**src/y2p_pkg.sv**
```systemverilog
`default_nettype none

package y2p_pkg;

    localparam int DEF_MAX_WIDTH  = 1920;
    localparam int DEF_MAX_HEIGHT = 1080;

    localparam int SAMPLE_W = 8;
    localparam int CFG_W    = 11;
    localparam int PCOL_W   = 10;
    localparam int PROW_W   = 11;
    localparam int IDATA_W  = 4 * SAMPLE_W;
    localparam int ODATA_W  = 56;
    localparam int CHROMA_W = 2 * SAMPLE_W;

    localparam logic [CFG_W-1:0] RST_FRAME_WIDTH  = 11'd640;
    localparam logic [CFG_W-1:0] RST_FRAME_HEIGHT = 11'd480;

    typedef enum logic [0:0] {
        REG_FRAME_WIDTH  = 1'b0,
        REG_FRAME_HEIGHT = 1'b1
    } reg_index_t;

    typedef struct packed {
        logic              odd;
        logic              last;
        logic [PCOL_W-1:0] col;
        logic [PROW_W-1:0] row;
    } pos_t;

endpackage

`default_nettype wire

```
**src/y2p_out.sv**
```systemverilog
`default_nettype none

module y2p_out
    import y2p_pkg::*;
(
    input  wire                   clk,
    input  wire                   rst_n,
    input  wire                   accept,
    output logic                  in_ready,
    input  wire [IDATA_W-1:0]     in_word,
    input  pos_t                  pos,
    input  wire [CHROMA_W-1:0]    rd_data,
    output logic                  m_tvalid,
    input  wire                   m_tready,
    output logic [ODATA_W-1:0]    m_tdata,
    output logic                  m_tuser,
    output logic                  m_tlast
);

    logic               s1_valid_reg, s1_valid_next;
    logic               out_valid_reg, out_valid_next;
    logic [IDATA_W-1:0] s1_word_reg;
    pos_t               s1_pos_reg;
    logic [ODATA_W-1:0] out_data_reg;
    logic               out_user_reg, out_last_reg;
    logic               move;
    logic [SAMPLE_W:0]  sum_b, sum_r;
    logic [SAMPLE_W-1:0] blue, red;
    logic [ODATA_W-1:0] word;

    assign move     = s1_valid_reg && (!out_valid_reg || m_tready);
    assign in_ready = !s1_valid_reg || move;

    always_comb
    begin
        s1_valid_next = s1_valid_reg;
        if (accept)
            s1_valid_next = 1'b1;
        else if (move)
            s1_valid_next = 1'b0;

        out_valid_next = out_valid_reg;
        if (move)
            out_valid_next = 1'b1;
        else if (m_tready)
            out_valid_next = 1'b0;
    end

    always_ff @(posedge clk or negedge rst_n)
    begin
        if (!rst_n)
        begin
            s1_valid_reg  <= 1'b0;
            out_valid_reg <= 1'b0;
        end
        else
        begin
            s1_valid_reg  <= s1_valid_next;
            out_valid_reg <= out_valid_next;
        end
    end

    // word: y0[7:0] cb[15:8] y1[23:16] cr[31:24]; store: cb low, cr high
    assign sum_b = {1'b0, rd_data[7:0]}  + {1'b0, s1_word_reg[15:8]};
    assign sum_r = {1'b0, rd_data[15:8]} + {1'b0, s1_word_reg[31:24]};
    assign blue  = s1_pos_reg.odd ? sum_b[SAMPLE_W:1] : '0;
    assign red   = s1_pos_reg.odd ? sum_r[SAMPLE_W:1] : '0;

    assign word = {3'b000, s1_pos_reg.row, s1_pos_reg.col, red, blue,
                   s1_word_reg[23:16], s1_word_reg[7:0]};

    always_ff @(posedge clk)
    begin
        if (accept)
        begin
            s1_word_reg <= in_word;
            s1_pos_reg  <= pos;
        end
        if (move)
        begin
            out_data_reg <= word;
            out_user_reg <= s1_pos_reg.odd;
            out_last_reg <= s1_pos_reg.last;
        end
    end

    assign m_tvalid = out_valid_reg;
    assign m_tdata  = out_data_reg;
    assign m_tuser  = out_user_reg;
    assign m_tlast  = out_last_reg;

endmodule

`default_nettype wire

```
**config.mk**
```make
export PLATFORM = sky130hd
export DESIGN_NAME = y2p_out
export DESIGN_NICKNAME = d
export VERILOG_FILES = /design/src/y2p_pkg.sv /design/src/y2p_out.sv
export SDC_FILE = /design/constraint.sdc
export NUM_CORES = 1
export LEC_CHECK = 0
export BUFFER_PORTS_ARGS = -buffer_cell sky130_fd_sc_hd__buf_2
export CORE_MARGIN = 2
export CORE_UTILIZATION = 47
export CTS_BUF_LIST = sky130_fd_sc_hd__clkbuf_8
export CTS_CLUSTER_SIZE = 14
export DETAILED_ROUTE_END_ITERATION = 7
export PLACE_DENSITY = 0.78
export SLEW_MARGIN = 40
export SYNTH_ARGS = -nofsm -noshare
export SYNTH_HDL_FRONTEND = slang
export SYNTH_SLANG_ARGS = --single-unit
```
**constraint.sdc**
```tcl
create_clock -name clk -period 2.2 [get_ports clk]
set_input_delay 0.11 -clock clk [delete_from_list [all_inputs] [get_ports clk]]
set_output_delay 0.11 -clock clk [all_outputs]
set_load 0.01 [all_outputs]
```
Word level (Yosys, flattened, before mapping)
Cells that the tools add are included.

cells by class
  divide/modulo/power cells = 0
  multiply operators = 0
  equality and inequality tests = 0
  reduce and logical (&&, ||, !) cells = 7
  multiplexer cells = 4
  bitwise operators = 0
  add/subtract/negate cells = 2
  shifts and indexed selects = 0
  magnitude comparators = 0

operators with widths
  cell                  count
  adder 8 x 8 -> 9 bit  2
  two-way mux 1 bit     4
  nonzero test 2 bit    2
  logical NOT 1 bit     2
  logical OR 1 bit      2
  logical AND 1 bit     1

storage, ports and cells
  bits in latches = 0
  flip-flop bits (word level) = 112
  input port bits = 75
  bits in writable memories = 0
  word-level logic and storage cells = 24
  memory bits (read-only) = 0
  memories kept = 0
  output and inout bits = 60

Depth between registers and ports, before layout
Gate-level depths: netlist of run 1.

  depth in word-level cells = 5
  depth in mapped cells = 6
  gate-level depth less buffers = 6

Worst setup path before layout of run 1
OpenSTA, ideal clock, no wires.

  kind = reg-to-reg
  from = register out_valid_reg (netlist: m_tvalid)
  to = register out_data_reg[0] (netlist: m_tdata[0]), enable pin
  cell stages (with the launch flop) = 3
  path buffers = 0
  period minus slack after synthesis = 2.240 ns
  path slack = -0.040 ns
  data arrival time = 1.821 ns
  required time = 1.782 ns
  cell sequence = dfrtp_1 > nand2b_1 > and2_1

on the way
  word-level cells in the longest chain between the ends = 3

RTL lines
  element                 RTL line       text
  start, declared         y2p_out.sv:21  logic out_valid_reg, out_valid_next;
  start signal, assigned  y2p_out.sv:59  out_valid_reg <= out_valid_next;
  logical NOT 1 bit       y2p_out.sv:31  assign move = s1_valid_reg && (!out_valid_reg || m_tready);
  logical OR 1 bit        y2p_out.sv:31
  logical AND 1 bit       y2p_out.sv:31
  net move                y2p_out.sv:26  logic move;
  end signal, assigned    y2p_out.sv:81  out_data_reg <= word;
  end, declared           y2p_out.sv:24  logic [ODATA_W-1:0] out_data_reg;

The timed path passes the listed nets, and every way through them passes these cells.
A chain may end at the register's enable or synchronous reset.

Final worst setup path of run 1
  from = register s1_word_reg[24]
  to = register out_data_reg[31] (netlist: m_tdata[31]), data pin

on the way
  word-level cells in the longest chain between the ends = 1

RTL lines
  element                 RTL line       text
  start, declared         y2p_out.sv:22  logic [IDATA_W-1:0] s1_word_reg;
  start signal, assigned  y2p_out.sv:76  s1_word_reg <= in_word;
  adder 8 x 8 -> 9 bit    y2p_out.sv:65  assign sum_r = {1'b0, rd_data[15:8]} + {1'b0, s1_word_reg[31:24]};

Every way passes these cells.

==> results of run 1 <==
-- area by class of cell --
type | instances | area, sq um
clock buffers | 9 | 124
clock inverters | 6 | 46.3
fillers | 612 | 2930
inverters | 4 | 15.0
multi-input cells | 103 | 764
flip-flops and latches | 112 | 3350
well taps | 108 | 135
repair buffers | 190 | 1260
-- critical path: cells and delay by family (launching register included) --
family                     cells  cell delay, ns
AOI/OAI and AO/OA              4            0.75
DFF                            1            0.38
and+or+nand+nor                1            0.16
adders and majority gates      1            0.42
-- cell families after synthesis --
| logic type | count (synthesis) | synth area share |
|---|---|---|
| flops | 112 | 0.807 |
| compound gates | 41 | 0.0690 |
| simple gates | 39 | 0.0512 |
| fa+ha+maj | 16 | 0.0518 |
| buf+inv | 9 | 0.0111 |
| xor+xnor | 2 | 0.00422 |
| mux | 2 | 0.00482 |
| other cells | 1 | 0.000902 |
-- placed cells by master (no fill, tap or decap), types with 2 or more instances in the layout --
master,n
buf_2,131
edfxtp_1,110
dlygate4sd3_1,56
ha_1,14
o21ai_0,11
nor2_1,10
clkbuf_8,9
a21oi_1,6
nand2b_1,5
nand2_1,5
and2_1,4
a211oi_1,4
inv_1,4
nor3_1,4
a21o_1,3
o211a_1,3
o21a_1,3
nor3b_1,3
conb_1,3
clkinvlp_4,3
mux2i_1,2
xnor2_1,2
o211ai_1,2
nand3_1,2
fa_1,2
dfrtp_1,2
buf_12,2
-- how the worst max path moves through the flow --
stage	to	from	cells past startpoint
2_1_floorplan	m_tdata[31]$_SDFFCE_PN0P_	s1_word_reg[24]$_DFFE_PP_	6
3_3_place_gp	m_tdata[31]$_SDFFCE_PN0P_	s1_word_reg[24]$_DFFE_PP_	6
3_5_place_dp	m_tdata[31]$_SDFFCE_PN0P_	s1_word_reg[24]$_DFFE_PP_	6
4_1_cts	m_tdata[31]$_SDFFCE_PN0P_	s1_word_reg[24]$_DFFE_PP_	6
5_1_grt	m_tdata[31]$_SDFFCE_PN0P_	s1_word_reg[24]$_DFFE_PP_	6
6_report	m_tdata[31]$_SDFFCE_PN0P_	s1_word_reg[24]$_DFFE_PP_	6
-- routing by layer --
layer	up-vias	routed length, microns
li1	1266	-
met1	1232	3140
met4	0	118
met5	-	0
met3	11	573
met2	112	4060
-- stage by stage --
step | hold WS [ns] | instance area [sq um] | setup slack (ns)
after global placement | -0.106 | 4970 | 0.307
after detailed placement | -0.102 | 4970 | 0.272
after CTS | 0.0328 | 5700 | 0.255
after global routing | 0.0465 | 5700 | 0.0963
after floorplan | -0.186 | 4160 | 0.398
final | 0.0599 | 5700 | 0.254
-- power by group through the flow --
stage	Clock, W	Sequential [W]	Combinational [W]
floorplan	0	0.00271	0.000229
global placement	0	0.00265	0.000510
detailed placement	0	0.00266	0.000528
CTS	0.00111	0.00261	0.000607
global route	0.00119	0.00263	0.000665
finish	0.00107	0.00261	0.000604
-- repair_timing --
item / in CTS / in global routing
endpoints found under the hold margin: 57 / 0
hold buffers: 56 / 0
gates resized for setup: 0 / 0
endpoints found under the setup margin: 0 / 0
==> impl_metrics.ini, run 1 <==
[timing]
slew_violations = 0
clock.fmax_mhz = 514
rsz0062_at_grt = false
finalHoldViolations = 0
setup-tns-final_ns = 0
fin_crit_ns = 1.95
setup_viol = 0
max_slew.worst_pin.slew_ns = 0.558
finalCritPeriodShare = 0.884
finClkSkew_ns = 0.00877
relSlewSlack = 0.628

[synthesis]
ys_async_sr_fraction = 0.0179
ys.flop_type = edfxtp_1
ys_warn_count = 0
yosysMostFrequentCell = edfxtp_1
syn_inst = 222
synth_top_area_frac = 0.795
synth_seq_area_share = 0.807
synthTopCellsByCount = edfxtp_1, ha_1, o21ai_0, nor2_1, a21oi_1
synth_area_leader_cell = edfxtp_1
synth.top_cells.by_area = edfxtp_1, ha_1, o21ai_0, dfrtp_1, fa_1
synth.distinct_cells = 39
synth_edf_count = 110
syn_avg_cell_area_sq_um = 18.7
synthesis.area_sq_um = 4160
ys_ff_latch = 112

[clocking]
cts_tree = yes
cts_root_buffer = clkbuf_8
h-tree-depth = 3
clockBufferDepth = 2
numCtsBuffers = 9
post_cts_buffers = 0
cts.sinks = 112
clk_pin_slew_ns = 0.10
clk_latency_ns = 0.35

[routing]
wire_per_inst_microns = 14.8
ant_nets = 0
drt_wl_total_microns = 7900
vias_per_cell = 4.93
vias = 2621
drc = 0
drtPass1Iterations = 4
drtIter0Drc = 68

[outcome]
status = complete, no violations

[critical_path]
critical_path.startpoint_type = flip-flop
cp.required_ns = 2.32
timing.rr.end = m_tdata[31]$_SDFFCE_PN0P_
max_stage_delay_ns = 0.42
worstPathMaxFanout = 3
crit_path_top_delay_cell = fa_1
path_cells = and2_1, fa_1, a211oi_1, o21a_1, o21ai_0, o211a_1
reg2reg_slack_ns = 0.25
end_kind = flip-flop
critical_path_arrival_ns = 2.06
r2r_cells = 6
path_class = reg2reg
reg2reg_from = s1_word_reg[24]$_DFFE_PP_

[placement]
dpl.cell_count = 461
gp_congestion = 0.841
dp_hpwl_microns = 5130
io_buffers = 131

[final_layout]
instances_no_fill = 532
area_growth_pct = 37.2
post-route-util = 0.660
largest_reg_flops = 53
nets = 511
antenna_cells = 0
drive_above_1_share = 0.363

[global_routing]
use_met1 = 0.199
grt_pass1_vias = 2605
use_met2 = 0.286
grtUsageMet3 = 0.0408
antenna_found_initial = 0
grt_pass1_wl_microns = 12300
grt_overflow_total = 0
grt_max_degree = 56
grt_usage = 0.165
top_usage_layer = met2

[power_and_ir_drop]
p_sw_frac = 0.237
vdd_drop_max_uv = 405
p_per_area_nw_per_um2 = 751
p_sw_w = 0.00102
pwr-share-comb = 0.141
p_clk_frac = 0.249
leakage_nw = 2.31
p_int_w = 0.00327
p_total_w = 0.00428
seqPwrFrac = 0.610

[floorplanning]
start_util = 0.481
die_h_microns = 98.0
ios = 135
fp.dieArea_sq_um = 9610
core_area_sq_um = 8640
rows = 34
die_width_microns = 98.0

[hold_path]
whs_endpoint = m_tvalid$_DFFE_PN0P_
hold_depth = 3
worstHoldStart = m_tready
hold_path.class = in2reg

[run]
drv_cap = 0
Power figures use the tool's default switching activity.
==> run 2: changes to the inputs <==
CORE_UTILIZATION = 52   (was 47)
PLACE_DENSITY = 0.82   (was 0.78)
clock period = 2 ns   (was 2.2 ns; I/O delays follow)
==> impl_metrics.ini, run 2 (synthesized netlist as in run 1, its figures left out) <==
[hold_path]
hold_path.class = in2async

[floorplanning]
die_h_microns = 93.4
core_area_sq_um = 7730
fp.dieArea_sq_um = 8720
rows = 32
die_width_microns = 93.4
start_util = 0.538
ios = 135

[critical_path]
path_cells = and2_1, fa_2, a211oi_2, buf_4, nor2_1, o21ai_0, a21oi_1
path_buf_inv = 1
cp.required_ns = 2.11
worstPathMaxFanout = 3
cpLargestDelayFamily = compound AO/OA/AOI/OAI gates
end_kind = flip-flop
critical_path_arrival_ns = 2.11
max_stage_delay_ns = 0.40
critical_path.startpoint_type = flip-flop
crit_path_top_delay_cell = edfxtp_1
path_class = reg2reg

[clocking]
h-tree-depth = 3
cts.sinks = 112
clockBufferDepth = 2
cts_root_buffer = clkbuf_8
cts_tree = yes
clk_pin_slew_ns = 0.11
numCtsBuffers = 9
clk_latency_ns = 0.36

[final_layout]
drive_above_1_share = 0.378
area_growth_pct = 39.1
n_fill_cell = 488
largest_reg_flops = 53
layout_common_cells = buf_2, edfxtp_1, dlygate4sd3_1
nets = 515
instances_no_fill = 531
antenna_cells = 0
final_common_cell = buf_2
post-route-util = 0.748

[power_and_ir_drop]
leakage_nw = 2.36
vdd_drop_max_uv = 485
p_per_area_nw_per_um2 = 860

[routing]
ant_nets = 0
drt_wl_total_microns = 8540
drc = 0
wire_per_inst_microns = 16.1
drtIter0Drc = 78
vias_per_cell = 5.07
vias = 2692
drtPass1Iterations = 4

[global_routing]
grt_usage = 0.203
antenna_found_initial = 0
grt_overflow_total = 0
grt_max_degree = 44
grt_pass1_vias = 2780
grt_pass1_wl_microns = 13100

[timing]
whs_ns = 0.0470
fin_ws_ns = 0.000931
finalHoldViolations = 0
setup_viol = 0
finalCritPeriodShare = 1.00
setup-tns-final_ns = 0
slew_violations = 0
fin_crit_ns = 2.00
finClkSkew_ns = 0.0118
clock.fmax_mhz = 500

[run]
drv_cap = 0

[placement]
gp_congestion = 0.872
dpl.cell_count = 456
pre_cts_slack_ns = -0.00363
dp_hpwl_microns = 5320
io_buffers = 131

[outcome]
status = complete, no violations
[run 2: cell types whose count changed in the layout (fill, tap and decap cells not counted), sizes merged]
cell	change
inv	+3
buf	+3
bufinv	+1
clkinvlp	-3
clkbuf	+1
clkinv	-1
dlygate4sd3	+1
[run 2: path summary, 6_finish.rpt]
kind	startpoint	to	slack, ns	depth (start not counted)
max reg2reg	s1_word_reg[24]$_DFFE_PP_	m_tdata[29]$_SDFFCE_PN0P_	0.0009	7
min reg2reg	s1_pos_reg[15]$_DFFE_PP_	m_tdata[36]$_DFFE_PP_	0.43	0
max in group asynchronous	rst_n	m_tvalid$_DFFE_PN0P_	1.85	2
max	s1_word_reg[24]$_DFFE_PP_	m_tdata[29]$_SDFFCE_PN0P_	0.0009	7
min in group clk	accept	s1_word_reg[29]$_DFFE_PP_	0.18	1
min	rst_n	s1_valid_reg$_DFFE_PN0P_	0.05	2
[run 2: per-stage QoR]
| stage | total power [W] | cell area (sq um) |
|---|---|---|
| floorplan | 0.00323 | 4160 |
| global placement | 0.00347 | 4960 |
| detailed placement | 0.00351 | 4960 |
| CTS | 0.00500 | 5750 |
| global route | 0.00518 | 5780 |
| finish | 0.00497 | 5780 |
[run 2: layout make-up]
cell class	instances	area (sq um)	share of cell area
clock buffers	10	138	0.0238
clock inverters	6	81.3	0.0141
inverters	4	15.0	0.00260
multi-input cells	103	782	0.135
flip-flops and latches	112	3350	0.580
well taps	102	128	0.0221
repair buffers	194	1280	0.222
[run 2: per-layer routing]
metal	GRT usage	share of wire	up-vias
met1	0.233	0.39	1279
met3	0.0556	0.073	14
li1	-	-	1271
met4	0.0760	0.014	0
met5	0	0	-
met2	0.362	0.53	128
[run 2: power by group]
| part | switching (W) | internal (W) |
|---|---|---|
| clock network | 0.000760 | 0.000643 |
| registers | 0.0000564 | 0.00282 |
| logic | 0.000361 | 0.000331 |
[run 2: timing repair]
item                                   in CTS  in global routing
pin swaps                                   0                  4
gates resized for setup                     1                  4
setup endpoints to repair                   1                  2
buffers inserted                            0                  2
endpoints found under the hold margin      58                  0
hold buffers                               57                  0
