File: config.mk
export PLATFORM = sky130hd
export DESIGN_NAME = y2p_scan
export DESIGN_NICKNAME = d
export VERILOG_FILES = /design/src/y2p_pkg.sv /design/src/y2p_scan.sv
export SDC_FILE = /design/constraint.sdc
export NUM_CORES = 1
export LEC_CHECK = 0
export BUFFER_PORTS_ARGS = -buffer_cell sky130_fd_sc_hd__buf_2
export CAP_MARGIN = 20
export CORE_MARGIN = 2
export CORE_UTILIZATION = 57
export CTS_BUF_LIST = sky130_fd_sc_hd__clkbuf_4 sky130_fd_sc_hd__clkbuf_8 sky130_fd_sc_hd__clkbuf_16
export DETAILED_ROUTE_END_ITERATION = 16
export GPL_ROUTABILITY_DRIVEN = 1
export GPL_TIMING_DRIVEN = 0
export PLACE_DENSITY_LB_ADDON = 0.05
export SLEW_MARGIN = 5
export SYNTH_ARGS = -nofsm -noshare
export SYNTH_HDL_FRONTEND = slang
export SYNTH_SLANG_ARGS = --single-unit
File: constraint.sdc
create_clock -name clk -period 9.44 [get_ports clk]
set_input_delay 0.472 -clock clk [delete_from_list [all_inputs] [get_ports clk]]
set_output_delay 0.472 -clock clk [all_outputs]
set_load 0.01 [all_outputs]
File: src/y2p_pkg.sv
`default_nettype none

package y2p_pkg;

    localparam int DEF_MAX_WIDTH  = 1920;
    localparam int DEF_MAX_HEIGHT = 1080;

    localparam int SAMPLE_W = 8;
    localparam int CFG_W    = 11;
    localparam int PCOL_W   = 10;
    localparam int PROW_W   = 11;
    localparam int IDATA_W  = 4 * SAMPLE_W;
    localparam int ODATA_W  = 56;
    localparam int CHROMA_W = 2 * SAMPLE_W;

    localparam logic [CFG_W-1:0] RST_FRAME_WIDTH  = 11'd640;
    localparam logic [CFG_W-1:0] RST_FRAME_HEIGHT = 11'd480;

    typedef enum logic [0:0] {
        REG_FRAME_WIDTH  = 1'b0,
        REG_FRAME_HEIGHT = 1'b1
    } reg_index_t;

    typedef struct packed {
        logic              odd;
        logic              last;
        logic [PCOL_W-1:0] col;
        logic [PROW_W-1:0] row;
    } pos_t;

endpackage

`default_nettype wire

File: src/y2p_scan.sv
`default_nettype none

module y2p_scan
    import y2p_pkg::*;
#(
    parameter int MAX_WIDTH  = DEF_MAX_WIDTH,
    parameter int MAX_HEIGHT = DEF_MAX_HEIGHT
) (
    input  wire                   clk,
    input  wire                   rst_n,
    input  wire                   cfg_we,
    input  wire                   cfg_index,
    input  wire [CFG_W-1:0]       cfg_data,
    input  wire                   accept,
    input  wire [CHROMA_W-1:0]    chroma_in,
    output pos_t                  pos,
    output logic                  ram_we,
    output logic                  ram_re,
    output logic [((MAX_WIDTH / 2 > 1) ? $clog2(MAX_WIDTH / 2) : 1)-1:0] ram_addr,
    output logic [CHROMA_W-1:0]   ram_wdata
);

    localparam int DEPTH = MAX_WIDTH / 2;
    localparam int COL_W = (DEPTH > 1) ? $clog2(DEPTH) : 1;
    localparam int ROW_W = $clog2(MAX_HEIGHT);

    logic [CFG_W-1:0] width_reg, height_reg;
    logic [COL_W-1:0] col_reg, col_next, pairs_m1;
    logic [ROW_W-1:0] row_reg, row_next, rows_m1;
    logic [CFG_W-2:0] half;
    logic             odd, row_end, last;

    always_ff @(posedge clk or negedge rst_n)
    begin
        if (!rst_n)
        begin
            width_reg  <= RST_FRAME_WIDTH;
            height_reg <= RST_FRAME_HEIGHT;
        end
        else if (cfg_we)
        begin
            unique case (reg_index_t'(cfg_index))
                REG_FRAME_WIDTH:  width_reg  <= cfg_data;
                REG_FRAME_HEIGHT: height_reg <= cfg_data;
                default: ;
            endcase
        end
    end

    assign half = width_reg[CFG_W-1:1];

    always_comb
    begin
        priority if (half == '0)
            pairs_m1 = '0;
        else if (32'(half) > DEPTH)
            pairs_m1 = COL_W'(DEPTH - 1);
        else
            pairs_m1 = COL_W'(half - 1'b1);

        priority if (height_reg < 11'd2)
            rows_m1 = ROW_W'(1);
        else if (32'(height_reg) > MAX_HEIGHT)
            rows_m1 = ROW_W'(MAX_HEIGHT - 1);
        else
            rows_m1 = ROW_W'(height_reg - 11'd1);
    end

    assign odd     = row_reg[0];
    assign row_end = (col_reg >= pairs_m1);
    assign last    = row_end && (row_reg >= rows_m1);

    always_comb
    begin
        col_next = col_reg;
        row_next = row_reg;
        if (accept)
        begin
            if (row_end)
            begin
                col_next = '0;
                row_next = last ? '0 : row_reg + 1'b1;
            end
            else
            begin
                col_next = col_reg + 1'b1;
            end
        end
    end

    always_ff @(posedge clk or negedge rst_n)
    begin
        if (!rst_n)
        begin
            col_reg <= '0;
            row_reg <= '0;
        end
        else
        begin
            col_reg <= col_next;
            row_reg <= row_next;
        end
    end

    assign pos.odd  = odd;
    assign pos.last = last;
    assign pos.col  = PCOL_W'(col_reg);
    assign pos.row  = PROW_W'(row_reg);

    assign ram_we    = accept && !odd;
    assign ram_re    = accept && odd;
    assign ram_addr  = col_reg;
    assign ram_wdata = chroma_in;

endmodule

`default_nettype wire

* After elaboration in Yosys (flattened, before gate mapping)
Cells that the tools add are included.
** Operators by class
- Add/subtract/negate cells :: 4
- Magnitude comparators :: 5
- Mux-type cells :: 6
- Bitwise logic cells :: 1
- Reductions and logical operators :: 8
** Operator list (count)
- $mux 11 :: 3
- $mux 10 :: 3
- $add 11x1->11 const B :: 1
- $ge 11x11->1 :: 1
- $gt 11x11->1 const B :: 1
- $lt 11x2->1 const B :: 1
- $sub 11x1->11 const B :: 1
- $add 10x1->10 const B :: 1
- $ge 10x10->1 :: 1
- $gt 10x10->1 const B :: 1
- $logic_not 10->1 :: 1
- $sub 10x1->10 const B :: 1
- $reduce_and 2->1 :: 3
- $logic_and 1x1->1 :: 3
- $logic_not 1->1 :: 1
- $not 1->1 :: 1
** Storage, ports and cells
- Register bits after elaboration :: 43
- Output and inout port bits :: 51
- Word-level logic and storage cells :: 28

* Depth between registers and ports, before layout
Gate-level depths: netlist of the first run.
- Depth after elaboration :: 6
- Mapped depth :: 15
- Depth with buffers taken out :: 14

* Least setup slack after synthesis of the first run
OpenSTA, ideal clock, no wires.
- Path type :: flip-flop to output port
- Start point :: reg width_reg[1]
- End point :: out pos[21] (netlist name)
- Data arrival time :: 2752 ps
- Data required time :: 8968 ps
- Slack :: 6216 ps
- Cell stages (with the launch flop) :: 15
- Path through :: dfrtp_1 inv_1 ha_1 nor3b_2 nand2_1 or3_1 clkbuf_1 o21a_1 ha_1 nand2b_1 a211oi_1 o31a_2 and2_2 nor2_1 buf_4
** Between the ends
- Cells in the longest elaborated chain, start to end :: 5
- Elaborated cells on any way between the ends :: 7
- Those cells by class :: add/sub: 1; order compare: 2; mux: 2; reduce/logical: 2
** RTL lines
- start, declared :: RTL line y2p_scan.sv:27 : logic [CFG_W-1:0] width_reg, height_reg;
- start signal, assigned :: RTL line y2p_scan.sv:43 : REG_FRAME_WIDTH: width_reg <= cfg_data;
- $sub 10x1->10 / $gt 10x10->1 (equally long branches) :: RTL line y2p_scan.sv:59, y2p_scan.sv:56
- $mux 10 :: RTL line y2p_scan.sv:56 : else if (32'(half) > DEPTH)
- $mux 10 * :: RTL line y2p_scan.sv:54 : priority if (half == '0)
- $ge 10x10->1 * :: RTL line y2p_scan.sv:70 : assign row_end = (col_reg >= pairs_m1);
- $logic_and 1x1->1 * :: RTL line y2p_scan.sv:71 : assign last = row_end && (row_reg >= rows_m1);
- end, declared :: RTL line y2p_scan.sv:16 : output pos_t pos,
Every way passes the cells marked *; elsewhere a longest branch is shown, timed or not.

* Worst setup path after layout of the first run
Same ends and word-level chain as after synthesis.

==> flow_summary.ini, run 1 <==
[placed_design]
placed_cell_area_um2 = 3470
io_buffers = 66
hpwl_mm = 4.89
dp_cells = 465
gp_congestion = 0.779

[drt]
drc = 0
ant_nets = 0
drt_pass1_iterations = 4
drt-total-wl_mm = 6.40
avgRoutedWirePerCell_um = 13.5
drt_iter0_markers = 100
vias_per_cell = 5.40
vias = 2555

[critical_path]
timing.rr.end = row_reg[6]
rr_startpoint = width_reg[1]
path_delay_family = simple AND/OR/NAND/NOR gates
start_kind = register
worst_path_most_repeated_cell = ha_1
r2r_setup_slack_ps = 5930
cp.arrival_ps = 3600
crit_slowest_cell = dfrtp_1
path_max_fanout = 7
crit_path_end_kind = output pin
cpPeakStageDelay_ps = 400
cp_cell_sequence = inv_1, ha_1, nor3b_2, nand2_1, or3_1, clkbuf_1, o21a_1, ha_1, nand2b_1, a211oi_1, o31a_2, and2_2, nor2_1, buf_4, buf_2
crit_required_ps = 8970
critical_path_class = register to output pin
worst-path-buf-inv = 4
ff2ff_path_depth = 14

[synthesis]
syn-num-nets = 386
synth_enable_flop_cells = 0
netlist-cell-type-count = 50
synth_seq_area_share = 0.347
yosys.area_share.simple = 0.195
synth_mux_area_frac = 0.0734
synth_fa_ha_area_frac = 0.102
synth.largest_area_cell = dfrtp_1
synth.area.top_cells = dfrtp_1 30%, ha_1 10%, mux2_2 7.0%
syn-cell-area_um2 = 3050
synth_top_area_share = 0.295
synth.most_common_cell = nand2_1
synth_seq_cells = 42
syn_area_per_cell_um2 = 9.28
synth_xor_area_frac = 0.0516
ys.flop_type = dfrtp_1
synth_compound_area_frac = 0.133
ys_async_sr_fraction = 1.00
synth_warnings = 0
syn-instance-count = 329
synth_top_family_by_area = simple AND/OR/NAND/NOR gates
synth_common_cells = 38 x nand2_1, 36 x dfrtp_1, 28 x buf_4, 25 x ha_1

[floorplan]
core_area_um2 = 5140
die_w_um = 77.2
io_pins = 83
fp-row-count = 26
die_area_um2 = 5960
die_h_um = 77.2
start_util = 0.594

[global_routing]
overflow = 0
grt_pass1_vias = 2434
antenna_found_initial = 0
grt_max_degree = 43
grt.total_usage = 0.235
grt_pass1_wl_mm = 11.3

[pwr]
ir_drop_uv = 98.7
powerDensity_nw_per_um2 = 192
cellLeakagePower_nw = 1.75
p_total_mw = 0.689

[timing]
slew_headroom = 0.381
fin_tns_setup_ps = 0
min_period_over_period = 0.432
rsz0062_at_grt = no
finClkSkew_ps = 7.14
min_period_ps = 4070
hold_slack_ps = 310
slew_violations = 0
worstMarginPinSlew_ps = 928
hold_viol = 0
finalSetupViolations = 0
fmax_mhz = 245

[clock_tree]
hold_buffers = 0
cts_resized = 0
cts_sinks = 42
insertion_delay_ps = 300
cts_tree = yes
cts.htree.levels = 2
cts_buffers = 5
post_cts.repair.setup_buffers = 0
cts_root_buffer = clkbuf_8
path_clk_slew_ps = 80
cts_buffer_depth = 2

[layout]
design_area_um2 = 3580
stdcell_count = 473
syn_to_final_growth_pct = 17.4
diodes = 0
layout-drive-gt1-share = 0.365
nets = 459

[run_status]
outcome = finished clean

[hold_path]
min_path_type = primary input to asynchronous set/reset pin

[flow_run]
drv_cap = 0
power breakdown:
group / leakage (nW) / internal [mW] / total [mW] / switching (mW)
combinational: 1.20 / 0.134 / 0.276 / 0.142
clock: 0.0548 / 0.0818 / 0.144 / 0.0623
sequential: 0.493 / 0.215 / 0.270 / 0.0542
total: 1.75 / 0.431 / 0.689 / 0.258
cells by family (layout without fill, tap and decap cells):
| logic type | Yosys count | count (layout) |
|---|---|---|
| AND/OR/NAND/NOR | 118 | 118 |
| AO/OA/AOI/OAI | 57 | 57 |
| buffers and inverters | 49 | 123 |
| flip-flops | 42 | 42 |
| adder cells (fa/ha/maj) | 25 | 25 |
| multiplexers | 20 | 20 |
| XOR/XNOR | 18 | 18 |
cell type report:
cell class / instances / area, um^2
clock inverter: 2 / 37.5
fill: 441 / 1560
timing repair buffer: 66 / 330
sequential: 42 / 1060
clock buffer: 6 / 76.3
tap: 70 / 87.6
multi-input combinational: 238 / 1700
buffer: 34 / 240
inverter: 15 / 56.3
per-layer routing:
| metal | up-vias | wire [um] | track usage | share of wire |
|---|---|---|---|---|
| met2 | 75 | 2930 | 0.381 | 0.46 |
| met3 | 7 | 349 | 0.0482 | 0.055 |
| met5 | - | 0 | 0 | 0 |
| met4 | 0 | 71 | 0.0554 | 0.011 |
| met1 | 1187 | 3040 | 0.324 | 0.48 |
| li1 | 1286 | - | - | - |
worst register-to-register path: cells and delay by family (launching register included):
kind            cells  cell delay (ps)
flops               1              400
compound gates      5             1210
fa+ha+maj           2              450
simple gates        5             1080
buf+inv             2              270
worst max-delay path by stage:
stage	startpoint	depth (start not counted)	end	slack (ps)
detailed placement	width_reg[1]	15	pos[21]	5730
finish	width_reg[1]	15	pos[21]	5370
CTS	width_reg[1]	15	pos[21]	5370
global route	height_reg[1]	14	pos[21]	5030
global placement	width_reg[1]	15	pos[21]	5800
floorplan	width_reg[1]	14	pos[21]	6220
metrics by stage:
| stage | util | setup slack, ps |
|---|---|---|
| detailed placement | 0.675 | 5730 |
| CTS | 0.697 | 5370 |
| global placement | 0.675 | 5800 |
| finish | 0.697 | 5370 |
| global route | 0.697 | 5030 |
| floorplan | - | 6220 |
placed cells by master, fill, tap and decap left out, types with 2 or more instances in the layout:
cell and n:
xnor2_1 8, inv_1 15, a211oi_1 2, xor2_1 10, o22ai_1 3, buf_4 28
and3_2 2, nor2b_1 2, clkbuf_1 4, and2_1 2, dfrtp_1 36, mux2_2 19
or3_1 3, nand2_1 38, o311ai_2 5, a21oi_1 13, nand3_1 18, or2_2 2
ha_1 25, nand4_1 4, nor2_1 19, o2bb2ai_1 2, o21ai_0 19, and3_1 5
nor4_1 4, nand2b_1 4, o31ai_1 4, buf_2 66, nor3_1 6, dfstp_2 6
clkbuf_8 5
(Power assumes the default switching activity.)
==> run 2: changes to the inputs <==
--- a/config.mk
+++ b/config.mk
@@ -5,10 +5,11 @@
 export SDC_FILE = /design/constraint.sdc
 export NUM_CORES = 1
 export LEC_CHECK = 0
+export ABC_AREA = 1
 export BUFFER_PORTS_ARGS = -buffer_cell sky130_fd_sc_hd__buf_2
 export CAP_MARGIN = 20
 export CORE_MARGIN = 2
-export CORE_UTILIZATION = 57
+export CORE_UTILIZATION = 49
 export CTS_BUF_LIST = sky130_fd_sc_hd__clkbuf_4 sky130_fd_sc_hd__clkbuf_8 sky130_fd_sc_hd__clkbuf_16
 export DETAILED_ROUTE_END_ITERATION = 16
 export GPL_ROUTABILITY_DRIVEN = 1
==> constraint.sdc (replaced) <==
create_clock -name clk -period 3.35 [get_ports clk]
set_input_delay 0.1675 -clock clk [delete_from_list [all_inputs] [get_ports clk]]
set_output_delay 0.1675 -clock clk [all_outputs]
set_load 0.01 [all_outputs]
==> run 2 against run 1 <==
  * Worst setup slack worse by 5100 ps
  * Power grew to 2.9 times the previous value
  * Global-route usage is 3.4 points lower
  * Combinational power grew to 3.3 times the previous value
  * Sequential power grew to 2.9 times the previous value
  * Utilization is 10 points lower
  * Die area is 23% higher
  * Routed wire length is 8.7% higher
  * First-iteration DRC count is 31% lower
  * Clock skew is 1.1 ps lower
  * Clock power is 140% higher
  * Count of clock-buffer cells in the layout is 2 higher
  * Critical endpoint unchanged
==> flow_summary.ini, run 2 <==
[critical_path]
crit_path_end_kind = output pin
crit_required_ps = 3180
cp.arrival_ps = 2920
rr_startpoint = width_reg[1]
critical_path_class = register to output pin
start_kind = register
path_max_fanout = 10
crit_path_start = width_reg[1]

[synthesis]
synth_seq_cells = 42
synth.largest_area_cell = dfrtp_1
ys.flop_type = dfrtp_1
syn_area_per_cell_um2 = 7.14
synth.area.top_cells = dfrtp_1 28%, nand2_1 16%, ha_1 9.6%
netlist-cell-type-count = 34
syn-cell-area_um2 = 3250
synth_top_area_share = 0.277
syn-instance-count = 455
synth_enable_flop_cells = 0
synth.most_common_cell = nand2_1
synth_seq_area_share = 0.326
synth_common_cells = 139 x nand2_1, 56 x inv_1, 36 x dfrtp_1, 36 x nor2_1, 29 x buf_4
syn-num-nets = 512
ys_async_sr_fraction = 1.00
synth_warnings = 0

[layout]
final_util = 0.596
n_fill_cell = 636
multi_input_area_um2 = 1730
regArea_um2 = 1060
stdcell_count = 609
syn_to_final_growth_pct = 17.1
layout-drive-gt1-share = 0.259
nets = 588
mostFrequentLayoutCells = 138 x nand2_1, 66 x buf_2, 55 x inv_1
final_common_cell = nand2_1
diodes = 0

[global_routing]
grt_pass1_vias = 2662
grt.total_usage = 0.201
antenna_found_initial = 0
overflow = 0
grt_max_degree = 43
grt_pass1_wl_mm = 12.0

[clock_tree]
cts_root_buffer = clkbuf_8
insertion_delay_ps = 290
cts_sinks = 42
hold_buffers = 0
cts_buffers = 5
cts_buffer_depth = 2
path_clk_slew_ps = 80
cts_tree = yes
cts.htree.levels = 2

[timing]
hold_slack_ps = 10.7
worstMarginPinSlew_ps = 940
setup_slack_ps = 266
slew_headroom = 0.373
finClkSkew_ps = 6.01
hold_viol = 0
fmax_mhz = 324
slew_violations = 0
min_period_over_period = 0.921
min_period_ps = 3080
finalSetupViolations = 0

[pwr]
swShare = 0.414
clock_power_share = 0.169
p_comb_frac = 0.449
p_int_mw = 1.19
seqPwrFrac = 0.382
ir_drop_uv = 398
cellLeakagePower_nw = 2.19
powerDensity_nw_per_um2 = 533
switching_power_mw = 0.839

[floorplan]
fp-row-count = 29
die_h_um = 85.5
core_area_um2 = 6390
start_util = 0.509
io_pins = 83
die_w_um = 85.5
die_area_um2 = 7300

[drt]
drt_pass1_iterations = 5
avgRoutedWirePerCell_um = 11.4
vias_per_cell = 4.83
drt_iter0_markers = 69
drt-total-wl_mm = 6.95
vias = 2939
drc = 0
ant_nets = 0

[placed_design]
hpwl_mm = 5.48
pre_cts_slack_ps = 233
gp_congestion = 0.845
dp_cells = 597
io_buffers = 65

[flow_run]
drv_cap = 0

[run_status]
outcome = finished clean

[hold_path]
min_path_type = primary input to asynchronous set/reset pin
[run 2: changes by cell type in the layout (fill, tap and decap cells not counted), moves of 5 or more]
cell / delta
inv_1: +40
nor2_1: +16
nand3_1: +10
buf_4: +6
o311ai_2: -5
and3_1: -5
nand2_1: +100
mux2_2: -19
o21ai_0: +9
[run 2: timing repair]
action / in CTS / in global routing
pin swaps: 2 / 4
resized for setup: 3 / 2
buffers inserted: 3 / 1
setup endpoints to repair: 1 / 1
[run 2: cells by family after synthesis]
logic type | count (synthesis) | synth area share
adder cells (fa/ha/maj) | 25 | 0.0962
AND/OR/NAND/NOR | 233 | 0.318
flip-flops | 42 | 0.326
buffers and inverters | 95 | 0.146
XOR/XNOR | 16 | 0.0431
AO/OA/AOI/OAI | 44 | 0.0712
[run 2: worst paths after layout]
kind | endpoint | slack (ps) | cells past startpoint
max | pos[21] | 270 | 17
min | ram_addr[6] | 10 | 1
max reg2reg | row_reg[4] | 500 | 19
min reg2reg | width_reg[10] | 510 | 2
max in group asynchronous | height_reg[4] | 2740 | 1
min in group clk | height_reg[0] | 130 | 3
[run 2: critical path: stages, from the launching register on]
cell and delay [ps]:
dfrtp_1 390, inv_2 90, ha_1 160, nand2_1 110, nor2_4 150, inv_2 70
nor4_4 180, nand2_2 150, nand3_1 100, ha_1 240, a21o_1 190, nor2_2 130
nand3_2 100, nand2_2 100, buf_4 170, inv_1 50, buf_4 120, buf_2 120
[run 2: per-stage QoR]
stage          instance area (um^2)  total power, mW  setup TNS [ps]
3_3_place_gp                   3670             1.66               0
2_1_floorplan                  3250             1.39               0
6_report                       3810             2.03               0
5_1_grt                        3810             2.22           -19.4
3_5_place_dp                   3670             1.69               0
4_1_cts                        3790             2.04               0
[run 2: power by group through the flow]
stage / clock [mW] / sequential (mW) / combinational (mW)
floorplan: 0 / 0.768 / 0.625
global placement: 0 / 0.780 / 0.876
detailed placement: 0 / 0.785 / 0.902
CTS: 0.354 / 0.775 / 0.911
global route: 0.371 / 0.799 / 1.05
finish: 0.343 / 0.776 / 0.910
[run 2: final cells by class]
cell class	count	area share
flip-flops and latches	42	0.278
well taps	77	0.0253
repair buffers	69	0.0934
clock buffers	8	0.0240
multi-input cells	318	0.454
plain buffers	36	0.0674
inverters	59	0.0582
[run 2: per-layer routing]
metal / GRT usage / part of all wire
met5: 0 / 0
met4: 0.0476 / 0.011
met3: 0.0282 / 0.043
met2: 0.355 / 0.48
met1: 0.260 / 0.46
